===== src/hdl/ffa_pkg.sv =====
// ffa_pkg: shared constants, status codes and shared-adder types for the
// first-fit heap allocator. No dependencies; compiled first.
package ffa_pkg;

   // default heap size and fixed header granule
   localparam int unsigned HEAP_BYTES_DEF = 4096;
   localparam int unsigned ALIGN_BYTES    = 8;
   localparam int unsigned ALIGN_SHIFT    = 3;

   // item field widths
   localparam int unsigned SIZE_W   = 16;
   localparam int unsigned POFF_W   = 12;
   localparam int unsigned STATUS_W = 3;

   // granule count of a rounded request, and the bits of a payload offset above the granule
   localparam int unsigned NEED_W = SIZE_W + 1 - ALIGN_SHIFT;
   localparam int unsigned POFF_GRAN_W = POFF_W - ALIGN_SHIFT;

   // shared adder width: holds size + 7 and signed differences of granule counts
   localparam int unsigned ALU_W = 18;

   // request opcodes
   localparam logic OP_ALLOC = 1'b0;
   localparam logic OP_FREE  = 1'b1;

   // result status codes
   typedef enum logic [STATUS_W-1:0] {
      STATUS_OK          = 3'd0,
      STATUS_BAD_SIZE    = 3'd1,
      STATUS_TOO_LARGE   = 3'd2,
      STATUS_NO_FIT      = 3'd3,
      STATUS_BAD_POINTER = 3'd4,
      STATUS_DOUBLE_FREE = 3'd5
   } status_type;

   // shared adder operation: a + (b or ~b) + carry
   typedef struct packed {
      logic [ALU_W-1:0] a;
      logic [ALU_W-1:0] b;
      logic             inv_b;
      logic             carry_in;
   } alu_req_type;

   typedef struct packed {
      logic [ALU_W-1:0] sum;
      logic             neg;
      logic             zero;
   } alu_rsp_type;

endpackage


===== src/hdl/ffa_alu.sv =====
// ffa_alu: shared adder/subtractor of the allocator sequencer, with sign and zero flags.
// Depends on ffa_pkg for the operation types.
module ffa_alu (
   input  ffa_pkg::alu_req_type alu_req,
   output ffa_pkg::alu_rsp_type alu_rsp
);

   logic [ffa_pkg::ALU_W-1:0] b_eff;
   logic [ffa_pkg::ALU_W-1:0] sum;

   // add, or subtract via inverted operand and carry
   always_comb begin
      b_eff = alu_req.inv_b ? ~alu_req.b : alu_req.b;
      sum   = alu_req.a + b_eff + ffa_pkg::ALU_W'(alu_req.carry_in);
      alu_rsp.sum  = sum;
      alu_rsp.neg  = sum[ffa_pkg::ALU_W-1];
      alu_rsp.zero = (sum == '0);
   end

endmodule


===== config.mk =====
export PLATFORM = sky130hd
export DESIGN_NAME = ffa_alu
export DESIGN_NICKNAME = d
export VERILOG_FILES = /design/src/hdl/ffa_pkg.sv /design/src/hdl/ffa_alu.sv
export SDC_FILE = /design/constraint.sdc
export NUM_CORES = 1
export LEC_CHECK = 0
export BUFFER_PORTS_ARGS = -buffer_cell sky130_fd_sc_hd__buf_4
export CAP_MARGIN = 20
export CORE_UTILIZATION = 33
export DETAILED_ROUTE_END_ITERATION = 6
export SLEW_MARGIN = 15
export SYNTH_ARGS = -nofsm -noshare
export SYNTH_HDL_FRONTEND = slang
export SYNTH_SLANG_ARGS = --single-unit

===== constraint.sdc =====
create_clock -name vclk -period 9.3
set_input_delay 0 -clock vclk [all_inputs]
set_output_delay 0 -clock vclk [all_outputs]
set_load 0.05 [all_outputs]

Word-level counts from Yosys, hierarchy flattened
Cells that the tools add are included.
- register bits: 0
- bits of input ports: 38
- output and inout bits: 20
- word-level logic and storage cells: 5
- $add $sub $neg: 2
- muxes and demuxes: 1
- bitwise logic cells: 1
- reductions and logical operators: 1
- operator list (kind ; count):
    $add A18 B1 Y18 ; 1
    $add A18 B18 Y18 ; 1
    $logic_not A18 Y1 ; 1
    $mux W18 ; 1
    $not A18 Y18 ; 1

Logic depth before layout (Yosys ltp)
- depth in word-level cells: 5
- depth in mapped cells: 14
- gate-level depth less buffers: 12

Worst setup path before layout
OpenSTA, ideal clock, no wires.
- path kind: input to output
- start: input alu_req[1] (netlist name)
- end: output alu_rsp[0] (netlist name)
- data arrival time: 4.515 ns
- slack: 4.785 ns
- stages on the path: 14
- buffers on the path: 2
- path through: clkbuf_1 > clkbuf_1 > xor2_1 > fa_1 > inv_1 > fa_1 > nor2b_4 > o21ai_2 > a31oi_1 > nor2_1 > o311a_1 > xnor2_1 > or4_1 > nor4_2
- RTL lines (element ; line ; RTL):
    from (decl) ; ffa_alu.sv:4 ; input ffa_pkg::alu_req_type alu_req,
    to (decl) ; ffa_alu.sv:5 ; output ffa_pkg::alu_rsp_type alu_rsp

==> impl_metrics.tcl <==
set metrics [dict create \
    status "complete, no violations" \
    place.gp.congestion 0.846 \
    ys_seq_area_share_pct 0 \
    diodes 0 \
    p_sw_mw 0.176 \
    cp_slowest_cell "or4_1" \
    area_growth_pct 43.6 \
    switching_share_pct 66.1 \
    grt_max_degree 19 \
    antenna_found_initial 0 \
    setup_violations 0 \
    layout-drive-gt1-share_pct 33.2 \
    die-area_um2 3510 \
    hold_violations 0 \
    avgSynthCellArea_um2 7.79 \
    crit_required_ns 9.30 \
    clockPowerShare_pct 0 \
    clock_buffer_count 0 \
    peakVddDrop_uv 94.1 \
    synth.largest_area_cell "xor2_1" \
    seq_cell_count 0 \
    fmax_ghz 0.299 \
    finalInstanceArea_um2 1550 \
    synth_area_um2 1080 \
    crit_path_max_incr_delay_ns 0.55 \
    track_usage_pct 17.2 \
    drt-total-wl_mm 3.05 \
    whs_ns 0.454 \
    post-cts-setup-buffer-count 0 \
    yosysWarnings 0 \
    finalCritPeriodShare_pct 35.9 \
    start_util_pct 35.2 \
    ys_top_cells_by_area "xor2_1, ha_1, xnor2_1" \
    port_buffers 58 \
    powerDensity_nw_per_um2 171 \
    firstDrtPassIters 4 \
    crit_path_max_fanout 18 \
    tightest_slew_ns 0.543 \
    seq_area_um2 0 \
    syn-num-nets 195 \
    synth.most_common_cell "xor2_1" \
    placed_area_um2 1550 \
    p_leak_nw 0.736 \
    end_kind "output port" \
    drt-initial-drc-count 26 \
    critical_path_class "input port to output port" \
    grt_pass1_vias 1154 \
    core_um2 3080 \
    grt_setup_unrepaired "no" \
    dr_total_vias 1197 \
    dp_hpwl_mm 2.65 \
    finalPower_mw 0.266 \
    remaining_drc_errors 0 \
    max_cap_violations 0 \
    cts_resized 0 \
    arrival_ns 3.34 \
    crit_chain "buf_4 -> xor2_1 -> fa_1 -> inv_1 -> fa_1 -> nor2b_4 -> o21ai_2 -> a31oi_1 -> nor2_1 -> o311a_1 -> xnor2_1 -> or4_1 -> nor4_2 -> buf_4" \
    row_count 20 \
    viasPerCell 5.05 \
    ys_types 42 \
    ioPinCount 58 \
    worst_setup_path_start_kind "input port" \
    internal_power_mw 0.0901 \
    final_util_pct 50.5 \
    min-delay-path-class "input port to output port" \
    p_comb_share_pct 100.0 \
    syn-instance-count 139 \
    seqPwrFrac_pct 0 \
    layout.nets 251 \
    die_width_um 59.3 \
    die_h_um 59.3 \
    avgRoutedWirePerCell_um 12.9 \
    worst_path_dominant_cell_family "simple AND/OR/NAND/NOR gates" \
    cp.buffers_inverters 3 \
    grt_pass1_wl_mm 4.91 \
    overflow 0 \
    drtAntennaViolNets 0 \
    setup_tns_ns 0 \
    drv_slew 0 \
    fin_crit_ns 3.34 \
    hold_buffers 0 \
    synth_top_area_share_pct 21.0 \
    max-slew-margin-rel_pct 63.3 \
    ys_top_cells_by_count "xor2_1, ha_1, a21oi_1" \
]
==> path summary, 6_finish.rpt <==
path              cells after the start    endpoint  slack [ns]         from
setup / recovery                     14  alu_rsp[0]        5.96   alu_req[1]
hold / removal                        3  alu_rsp[2]        0.45  alu_req[20]
==> stage by stage <==
step,cells,worst slack [ns]
after floorplan,139,4.79
after global placement,237,6.08
after CTS,237,5.94
after detailed placement,237,5.94
after global routing,237,5.76
final,237,5.96
==> final cells by class <==
cell class,count,area (µm²)
tap,44,55.1
fill,323,1520
multi-input combinational,130,1040
inverter,5,18.8
timing repair buffer,58,435
==> power by group through the flow <==
stage	registers, mW	clock network (mW)	logic (mW)
after floorplan	0	0	0.194
after global placement	0	0	0.265
after detailed placement	0	0	0.266
after CTS	0	0	0.266
after global routing	0	0	0.282
final	0	0	0.266
==> metal layers <==
layer	track usage (%)	share of wire (%)
met4	0.340	0
met2	33.4	53
met5	0	0
met3	0.655	4.1
met1	22.0	43
==> tightest hold or removal path: cells and delay by family <==
| kind | cells | cell delay (ns) |
|---|---|---|
| buffers and inverters | 2 | 0.29 |
| adders and majority gates | 1 | 0.17 |
==> cells in the final DEF, fill, tap and decap left out, drive strengths merged, types with 2 or more instances in the layout <==
cell type | Yosys | layout
xor2 | 26 | 26
nand4 | 2 | 2
nand2 | 7 | 7
and2 | 4 | 4
inv | 5 | 5
a2111oi | 2 | 2
a21o | 2 | 2
nor3 | 3 | 3
nor2 | 5 | 5
nor2b | 2 | 2
a211oi | 3 | 3
buf | 1 | 58
a21oi | 10 | 10
o21ai | 11 | 11
nand3 | 6 | 6
xnor2 | 7 | 7
fa | 2 | 2
ha | 16 | 16
a31oi | 3 | 3
a211o | 3 | 3
==> logic make-up (layout without fill, tap and decap cells) <==
| family | after synthesis | count (layout) | synth area share (%) |
|---|---|---|---|
| adder cells (fa/ha/maj) | 18 | 18 | 22.2 |
| AO/OA/AOI/OAI | 42 | 42 | 26.0 |
| XOR/XNOR | 33 | 33 | 26.7 |
| AND/OR/NAND/NOR | 37 | 37 | 21.6 |
| buffers and inverters | 9 | 63 | 3.47 |
Power figures use the tool's default switching activity.
