### src/hdl/ffa_ram.sv
// ffa_ram: generic simple dual-port RAM, one write port and one registered read port.
// No dependencies.
module ffa_ram #(
   parameter int unsigned WIDTH = 8,
   parameter int unsigned DEPTH = 16
) (
   input  logic                     clock,
   input  logic                     wr_en,
   input  logic [$clog2(DEPTH)-1:0] wr_addr,
   input  logic [WIDTH-1:0]         wr_data,
   input  logic [$clog2(DEPTH)-1:0] rd_addr,
   output logic [WIDTH-1:0]         rd_data
);

   logic [WIDTH-1:0] mem [DEPTH];

   // write and registered read
   always_ff @(posedge clock) begin
      if (wr_en) begin
         mem[wr_addr] <= wr_data;
      end
      rd_data <= mem[rd_addr];
   end

endmodule

### config.mk
export PLATFORM = sky130hd
export DESIGN_NAME = ffa_ram
export DESIGN_NICKNAME = d
export VERILOG_FILES = /design/src/hdl/ffa_ram.sv
export SDC_FILE = /design/constraint.sdc
export NUM_CORES = 1
export LEC_CHECK = 0
export ABC_AREA = 1
export BUFFER_PORTS_ARGS = -buffer_cell sky130_fd_sc_hd__buf_2
export CAP_MARGIN = 40
export CELL_PAD_IN_SITES_DETAIL_PLACEMENT = 1
export CELL_PAD_IN_SITES_GLOBAL_PLACEMENT = 1
export CORE_ASPECT_RATIO = 0.75
export CORE_MARGIN = 4
export CORE_UTILIZATION = 45
export DETAILED_ROUTE_END_ITERATION = 6
export GPL_TIMING_DRIVEN = 0
export PLACE_DENSITY_LB_ADDON = 0.3
export SETUP_SLACK_MARGIN = 0.3
export SYNTH_ARGS = -nofsm -noshare
export SYNTH_HDL_FRONTEND = slang
export SYNTH_SLANG_ARGS = --single-unit
### constraint.sdc
create_clock -name clock -period 2.35 [get_ports clock]
set_input_delay 0.1175 -clock clock [delete_from_list [all_inputs] [get_ports clock]]
set_output_delay 0.1175 -clock clock [all_outputs]
set_load 0.05 [all_outputs]
Word level (Yosys, flattened, before mapping):

Memories as Yosys holds them, arrays and structs flattened. A register that Yosys moved wholly into a read port is not among the register bits.
Cells that the tools add are included.

* RAM bits: 128
* memories kept: 1
* word-level logic and storage cells: 3
* input bits: 18
* bits in registers: 0
* output and inout bits: 8

Memory list
* mem: words 16, bits a word 8, read ports 1, clocked after memory_dff 1, wr ports 1, RTL line 15 `logic [WIDTH-1:0] mem [DEPTH];`

* mux-type cells: 2

Operator list (number)
* 2-to-1 mux 1 bit: 2

Longest topological paths before layout:

Gate-level depths: netlist of run 1.

* depth after elaboration: 2
* mapped depth: 8
* mapped depth without buffers: 7

Least setup slack after synthesis of run 1:

Ideal clock, no wire load.

* kind: in2reg
* from: input port wr_addr[2]
* to: memory mem[10][0], enable pin
* setup time: 0.370 ns
* arrival time: 0.698 ns
* slack: 1.282 ns
* cell stages on the path: 2
* path buffers: 0
* required time: 1.980 ns
* path through: nand3b_1 nor2_1

RTL lines
* from (decl): RTL line 9 `input logic [$clog2(DEPTH)-1:0] wr_addr,`
* to (decl): RTL line 15

Straight into the memory's write port.

Worst setup path in the final report of run 1:

* from: input port wr_addr[2]
* to: memory mem[9][2], enable pin

Straight into the memory's write port.

==> results.cfg, run 1 <==
[drt]
vias = 4135
post-route-drc-count = 0
detail-route-antenna-nets = 0
finalWirelength_um = 17200
avgViaCountPerCell = 5.34
first_iter_violations = 429
dr.pass1.iters = 5
wire_per_inst_um = 22.2

[place]
place_ws_ns = 0.675
post-dp-hpwl_um = 11100
place.gp.congestion = 0.790
io_buffers = 22
dp.cells = 742

[die]
die_width_um = 139
core_area_sq_um = 12400
die_h_um = 106
die_area_sq_um = 14700
row_count = 35
initial_core_util = 0.465
io_pins = 26

[global_routing]
grt_overflow = 0
grt_pass1_wl_um = 26100
antenna_found_initial = 0
grt_usage = 0.243
grt_max_degree = 17
grt_pass1_vias = 4382

[clock_tree]
cts_resized = 0
hold_buffers = 0
clockBufferDepth = 2
cts.sink_count = 136
htreeDepth = 4
post_cts_buffers = 0
clkLatencyLatePin_ns = 0.41
cts.clk_slew.worst_paths_ns = 0.06
root_buffer = clkbuf_16
numCtsBuffers = 17
cts_tree = built

[logic_synthesis]
synthCells = 551
synth_seq_cells = 136
syn_area_sq_um = 5770
seq_area_frac_synth = 0.694
ys_types = 12
synth_nets = 569
avgSynthCellArea_sq_um = 10.5
yosys_warnings = 0

[worst_setup_path]
worst_setup_path_end_kind = register
arrival_ns = 1.29
crit_type = in2reg
path_max_fanout = 8
worstPathRequired_ns = 2.38
start_kind = input pin
rrSetupSlack_ns = 1.25

[sta]
tightest_slew_ns = 0.911
maxSlewHeadroom = 0.391
max_freq_ghz = 0.796
finalWorstSetupSlack_ns = 1.09
grt_setup_unrepaired = false
setup_violations = 0
fin_crit_sh = 0.535
setup_tns_ns = 0
period_minus_slack_ns = 1.26
timing.hold.ws_ns = 0.123
finalClockSkew_ns = 0.00664
hold_viol = 0
slew_violations = 0

[power]
p_comb_frac = 0.071
switchingPower_mw = 1.34
power_leakage_nw = 2.95
ir_drop_mv = 0.553
pwr-share-seq = 0.445
p_int_mw = 4.79
powerDensity_nw_per_um2 = 904
netSwitchingFraction = 0.219
power_frac_clock = 0.484

[final_layout]
final_cell_mix = 173 x nand2_1, 128 x edfxtp_1, 100 x inv_1
fin_cells = 775
final_common_cell = nand2_1
drive_above_1_share = 0.135
antennaDiodeCount = 0
final_nets = 614
syn2layout_area_growth_pct = 17.6

[run]
drv_cap = 0

[run_status]
outcome = finished, final reports clean

[hold_path]
hp-class = in2reg
power by group through the flow:
stage	sequential, mW	clock (mW)	combinational [mW]
floorplan	2.83	0	0.191
global placement	2.77	0	0.407
detailed placement	2.78	0	0.424
CTS	2.73	2.99	0.432
global route	2.73	3.11	0.468
finish	2.73	2.97	0.436
cell usage after synthesis (all sizes together):
master / count / share of area
nand3b: 2 / 0.0026
inv: 102 / 0.066
edfxtp: 128 / 0.67
buf: 24 / 0.029
dfxtp: 8 / 0.028
nor2: 17 / 0.011
nand2: 173 / 0.11
nand3: 97 / 0.084
stage by stage:
| step | instance area [sq um] | util | power (mW) |
|---|---|---|---|
| after floorplan | 5770 | - | 3.02 |
| after global placement | 6080 | 0.491 | 3.18 |
| after detailed placement | 6110 | 0.493 | 3.20 |
| after CTS | 6770 | 0.546 | 6.15 |
| after global routing | 6780 | 0.547 | 6.31 |
| final | 6780 | 0.547 | 6.13 |
layer usage:
layer | GRT usage | share of wire | wire length, um
met3 | 0.0585 | 0.073 | 1260
met2 | 0.391 | 0.46 | 7950
met4 | 0.0649 | 0.019 | 335
met1 | 0.336 | 0.44 | 7640
met5 | 0 | 0 | 0
critical path: stages:
cell and delay, ns:
buf_2 0.12, nand3b_1 0.29, nor2_1 0.76
cells by family after synthesis:
family | Yosys count | share of synthesized area
AND/OR/NAND/NOR | 289 | 0.210
flip-flops | 136 | 0.694
buffers and inverters | 126 | 0.0952
path summary, 6_finish.rpt:
kind	cells past startpoint	end	from
min	1	mem[8][4]	wr_data[4]
max reg2reg	6	rd_data[3]	mem[2][3]
max	3	mem[9][2]	wr_addr[2]
min reg2reg	6	rd_data[7]	mem[7][7]
cell type report:
type | instances | area (sq um)
buffer | 24 | 166
clock buffer | 21 | 470
clock inverter | 11 | 195
fill | 1329 | 5610
inverter | 102 | 383
multi-input combinational | 289 | 1210
sequential | 136 | 4000
tap | 166 | 208
timing repair buffer | 26 | 140
state kept, by name, indices dropped and copies added (netlist names):
| register | cells |
|---|---|
| mem | 128 |
| rd_data | 8 |
(Power assumes the default switching activity.)
==> inputs of run 2 (changes only) <==
--- a/config.mk
+++ b/config.mk
@@ -12,7 +12,7 @@
 export CELL_PAD_IN_SITES_GLOBAL_PLACEMENT = 1
 export CORE_ASPECT_RATIO = 0.75
 export CORE_MARGIN = 4
-export CORE_UTILIZATION = 45
+export CORE_UTILIZATION = 44
 export DETAILED_ROUTE_END_ITERATION = 6
 export GPL_TIMING_DRIVEN = 0
 export PLACE_DENSITY_LB_ADDON = 0.3
==> constraint.sdc (replaced) <==
create_clock -name clock -period 1.15 [get_ports clock]
set_input_delay 0.0575 -clock clock [delete_from_list [all_inputs] [get_ports clock]]
set_output_delay 0.0575 -clock clock [all_outputs]
set_load 0.05 [all_outputs]
==> run 2 against run 1 <==
Against the previous run:
- final cell count increased by 1.0%
- first-iteration DRC count up 1.9%
- register-to-register slack worse by 1.2 ns
- power increased by 110%
- wire length rose by 6.5%
- sequential power increased by 100%
- sequential share of layout area shrank 5.3 points
- clock power up 120%
- largest cell class unchanged
- largest power group unchanged
==> results.cfg, run 2 (synthesis results as in run 1) <==
[worst_setup_path]
crit_top_cell = nand3_1
worstPathRequired_ns = 1.46
crit-reg2reg-launch = mem[1][3]
crit_slowest_cell = edfxtp_1
arrival_ns = 1.38
cp_num_buf_inv = 1
startpoint = mem[1][3]
cp_top_family = simple AND/OR/NAND/NOR gates
worst_setup_path_end_kind = register
start_kind = register
crit_chain = inv_1 -> nand2_1 -> nand3_1 -> nand3_2 -> nand3_1 -> nand2_2
crit_path_max_incr_delay_ns = 0.38
path_max_fanout = 1
path_depth = 6
r2r_cells = 6
crit_type = reg2reg

[final_layout]
top_regs = mem (128), rd_data (8)
multi_input_area_sq_um = 1630
seqCellArea_sq_um = 4010
num-fill-cells = 1308
regMostFlops = mem
final_common_cell = nand2_1
final_nets = 622
largest_reg_flops = 128
final_cell_mix = 152 x nand2_1, 128 x edfxtp_1, 98 x inv_1
antennaDiodeCount = 0
syn2layout_area_growth_pct = 29.5
fin_util = 0.594
drive_above_1_share = 0.297

[clock_tree]
cts.sink_count = 136
htreeDepth = 4
root_buffer = clkbuf_16
numCtsBuffers = 17
hold_buffers = 0
clockBufferDepth = 2
cts.clk_slew.worst_paths_ns = 0.07
cts_tree = built
clkLatencyLatePin_ns = 0.42

[die]
die_h_um = 107
die_width_um = 140
row_count = 35
io_pins = 26
initial_core_util = 0.459
core_area_sq_um = 12600
die_area_sq_um = 15000

[power]
power_leakage_nw = 3.17
powerDensity_nw_per_um2 = 1750
ir_drop_mv = 1.31

[sta]
setup_tns_ns = 0
setup_violations = 0
maxSlewHeadroom = 0.470
grt_setup_unrepaired = true
finalClockSkew_ns = 0.0123
hold_viol = 0
tightest_slew_ns = 0.795
period_minus_slack_ns = 1.07
slew_violations = 0
fin_crit_sh = 0.931
max_freq_ghz = 0.934
finalWorstSetupSlack_ns = 0.0796

[run]
drv_cap = 0

[drt]
finalWirelength_um = 18300
post-route-drc-count = 0
detail-route-antenna-nets = 0
wire_per_inst_um = 23.4
avgViaCountPerCell = 5.40
first_iter_violations = 437
vias = 4228
dr.pass1.iters = 5

[global_routing]
grt_overflow = 0
grt_usage = 0.244
grt_max_degree = 17
antenna_found_initial = 0
grt_pass1_vias = 4361
grt_pass1_wl_um = 26300

[hold_path]
hold_depth = 1
worst_hold_startpoint = wr_data[5]
hp-class = in2reg

[run_status]
outcome = finished, final reports clean

[place]
place.gp.congestion = 0.849
io_buffers = 22
place_ws_ns = -0.373
post-dp-hpwl_um = 10900
-- run 2: path summary, 6_finish.rpt --
kind	endpoint	slack, ns
max	rd_data[3]	0.08
min	mem[4][5]	0.08
max reg2reg	rd_data[3]	0.08
min reg2reg	rd_data[2]	0.73
-- run 2: repair_timing --
item                                    CTS  global route
pin swaps                                 8            36
hold endpoints to repair                  0             0
setup buffers                             5             6
endpoints found under the setup margin  120           136
resized for setup                        43            82
-- run 2: where the power goes --
part	switching [mW]	internal, mW	total, mW
clock network	2.14	4.25	6.39
registers	0.0450	5.55	5.59
logic	0.783	0.341	1.12
-- run 2: final cells by class --
| class | instances | share of cell area |
|---|---|---|
| clock buffers | 21 | 0.0630 |
| clock inverters | 11 | 0.0288 |
| multi-input cells | 289 | 0.218 |
| plain buffers | 24 | 0.0223 |
| flip-flops and latches | 136 | 0.537 |
| well taps | 166 | 0.0278 |
| repair buffers | 34 | 0.0509 |
| inverters | 102 | 0.0513 |
-- run 2: per-stage QoR --
step           instance area, sq um  std cells  hold slack (ns)  total power, mW
2_1_floorplan                  5790        551            0.156             6.18
3_3_place_gp                   6110        739            0.487             6.51
3_5_place_dp                   6120        740            0.505             6.55
4_1_cts                        7030        777           0.0637             13.0
5_1_grt                        7470        783           0.0664             13.4
6_report                       7470        783           0.0771             13.1
-- run 2: per-layer routing --
metal | vias to the layer above | global-route usage | part of all wire
met1 | 2132 | 0.339 | 0.44
met3 | 30 | 0.0562 | 0.067
met2 | 181 | 0.380 | 0.47
met5 | - | 0 | 0
li1 | 1885 | - | -
met4 | 0 | 0.0816 | 0.021
==> inputs of run 3 (changes only) <==
--- a/config.mk
+++ b/config.mk
@@ -12,7 +12,7 @@
 export CELL_PAD_IN_SITES_GLOBAL_PLACEMENT = 1
 export CORE_ASPECT_RATIO = 0.75
 export CORE_MARGIN = 4
-export CORE_UTILIZATION = 44
+export CORE_UTILIZATION = 45
 export DETAILED_ROUTE_END_ITERATION = 6
 export GPL_TIMING_DRIVEN = 0
 export PLACE_DENSITY_LB_ADDON = 0.3
==> constraint.sdc (replaced) <==
create_clock -name clock -period 1.3 [get_ports clock]
set_input_delay 0.065 -clock clock [delete_from_list [all_inputs] [get_ports clock]]
set_output_delay 0.065 -clock clock [all_outputs]
set_load 0.05 [all_outputs]
==> run 3 against run 2 <==
Against the previous run:
- wire length is 4.2% lower
- final area is 3.9% lower
- sequential cell count stayed put
- critical endpoint is now mem[6][6]
- highest routed layer unchanged
==> results.cfg, run 3 (synthesis results as in run 1) <==
[run_status]
outcome = finished, final reports clean

[sta]
max_freq_ghz = 0.858
fin_crit_sh = 0.897
setup_violations = 0
period_minus_slack_ns = 1.17
finalWorstSetupSlack_ns = 0.134
timing.hold.ws_ns = 0.0786
maxSlewHeadroom = 0.411
grt_setup_unrepaired = true
slew_violations = 0
finalClockSkew_ns = 0.00722
tightest_slew_ns = 0.881
hold_viol = 0

[worst_setup_path]
crit_slowest_cell = nor2_1
r2r_cells = 6
path_max_fanout = 8
crit_chain = buf_2 -> nand3b_1 -> nor2_1
rrSetupSlack_ns = 0.27
worstPathRequired_ns = 1.34
start_kind = input pin
crit-reg2reg-launch = mem[7][3]
startpoint = wr_addr[3]
crit_path_max_incr_delay_ns = 0.73
worst_setup_path_end_kind = register
crit_type = in2reg
arrival_ns = 1.20

[global_routing]
grt_pass1_wl_um = 26100
grt_pass1_vias = 4391
grt_overflow = 0
grt_usage = 0.244
met2_usage = 0.392
grtUsageMet1 = 0.336
busiest_layer = met2
grt_max_degree = 17
antenna_found_initial = 0
grtUsageMet3 = 0.0607

[hold_path]
hp-class = in2reg
hold_depth = 1
worst_hold_startpoint = wr_data[4]

[final_layout]
regMostFlops = mem
multi_input_area_sq_um = 1570
final_common_cell = nand2_1
drive_above_1_share = 0.278
largest_reg_flops = 128
antennaDiodeCount = 0
final_cell_mix = 156 x nand2_1, 128 x edfxtp_1, 95 x inv_1
seqCellArea_sq_um = 4010
num-fill-cells = 1292
final_nets = 614
syn2layout_area_growth_pct = 24.5
fin_cells = 775
top_regs = mem (128), rd_data (8)

[drt]
post-route-drc-count = 0
avgViaCountPerCell = 5.34
finalWirelength_um = 17500
detail-route-antenna-nets = 0
vias = 4136
dr.pass1.iters = 5
first_iter_violations = 414
wire_per_inst_um = 22.6

[power]
p_int_mw = 8.72
pwr-share-seq = 0.440
power_frac_clock = 0.478
p_comb_frac = 0.082
powerDensity_nw_per_um2 = 1560
netSwitchingFraction = 0.223
ir_drop_mv = 0.992
switchingPower_mw = 2.50
power_leakage_nw = 3.07

[clock_tree]
hold_buffers = 0
root_buffer = clkbuf_16
htreeDepth = 4
cts.clk_slew.worst_paths_ns = 0.06
post_cts_buffers = 0
numCtsBuffers = 17
clkLatencyLatePin_ns = 0.41
cts_tree = built
cts.sink_count = 136
clockBufferDepth = 2

[place]
place_ws_ns = -0.322
io_buffers = 22
place.gp.congestion = 0.790
post-dp-hpwl_um = 11100
dp.cells = 742

[die]
die_h_um = 106
initial_core_util = 0.465
die_width_um = 139
core_area_sq_um = 12400
io_pins = 26
row_count = 35
die_area_sq_um = 14700

[run]
drv_cap = 0
## run 3: changes by cell type in the layout (fill, tap and decap cells not counted), moves of 4 or more
cell     previous run  this run
buf_8               8         0
nor2_1              2         6
dfxtp_2             8         2
nor2_2              0         9
nand3_1            49        45
buf_12              8         0
nor2_4             15         2
nand2_1           152       156
buf_6               6        11
dfxtp_1             0         6
## run 3: final cells by class
cell class | count | share of cell area
plain buffers | 24 | 0.0232
clock buffers | 21 | 0.0656
clock inverters | 11 | 0.0272
inverters | 102 | 0.0533
multi-input cells | 289 | 0.219
flip-flops and latches | 136 | 0.558
well taps | 166 | 0.0289
repair buffers | 26 | 0.0249
## run 3: repair_timing
item	4_1_cts	5_1_grt
cloned	0	0
pin swaps	11	23
endpoints found under the setup margin	94	87
resized for setup	31	73
endpoints found under the hold margin	0	0
## run 3: final timing paths
| kind | endpoint |
|---|---|
| max reg2reg | rd_data[3] |
| min reg2reg | rd_data[7] |
| max | mem[6][6] |
| min | mem[8][4] |
## run 3: power groups by stage
stage               Combinational [mW]  Sequential, mW  Clock, mW
finish                           0.917            4.94       5.36
global route                     0.972            4.94       5.63
CTS                              0.823            4.93       5.40
detailed placement               0.767            5.02          0
global placement                 0.735            5.01          0
floorplan                        0.346            5.12          0
## run 3: metal layers
metal  vias to the layer above  wire length [um]
li1                       1864                 -
met1                      2072              7490
met2                       173              8370
met3                        27              1290
met4                         0               379
met5                         -                 0
## run 3: worst max-delay path, delay by kind of cell
family,cells,cell delay (ns)
buf+inv,1,0.12
simple gates,2,1.01
## run 3: metrics by stage
stage / util / total power, mW / TNS (ns) / area (sq um)
global route: 0.579 / 11.5 / 0 / 7180
floorplan: - / 5.46 / 0 / 5770
finish: 0.579 / 11.2 / 0 / 7180
CTS: 0.555 / 11.2 / 0 / 6880
global placement: 0.491 / 5.75 / -18.63 / 6080
detailed placement: 0.493 / 5.79 / -21.07 / 6110
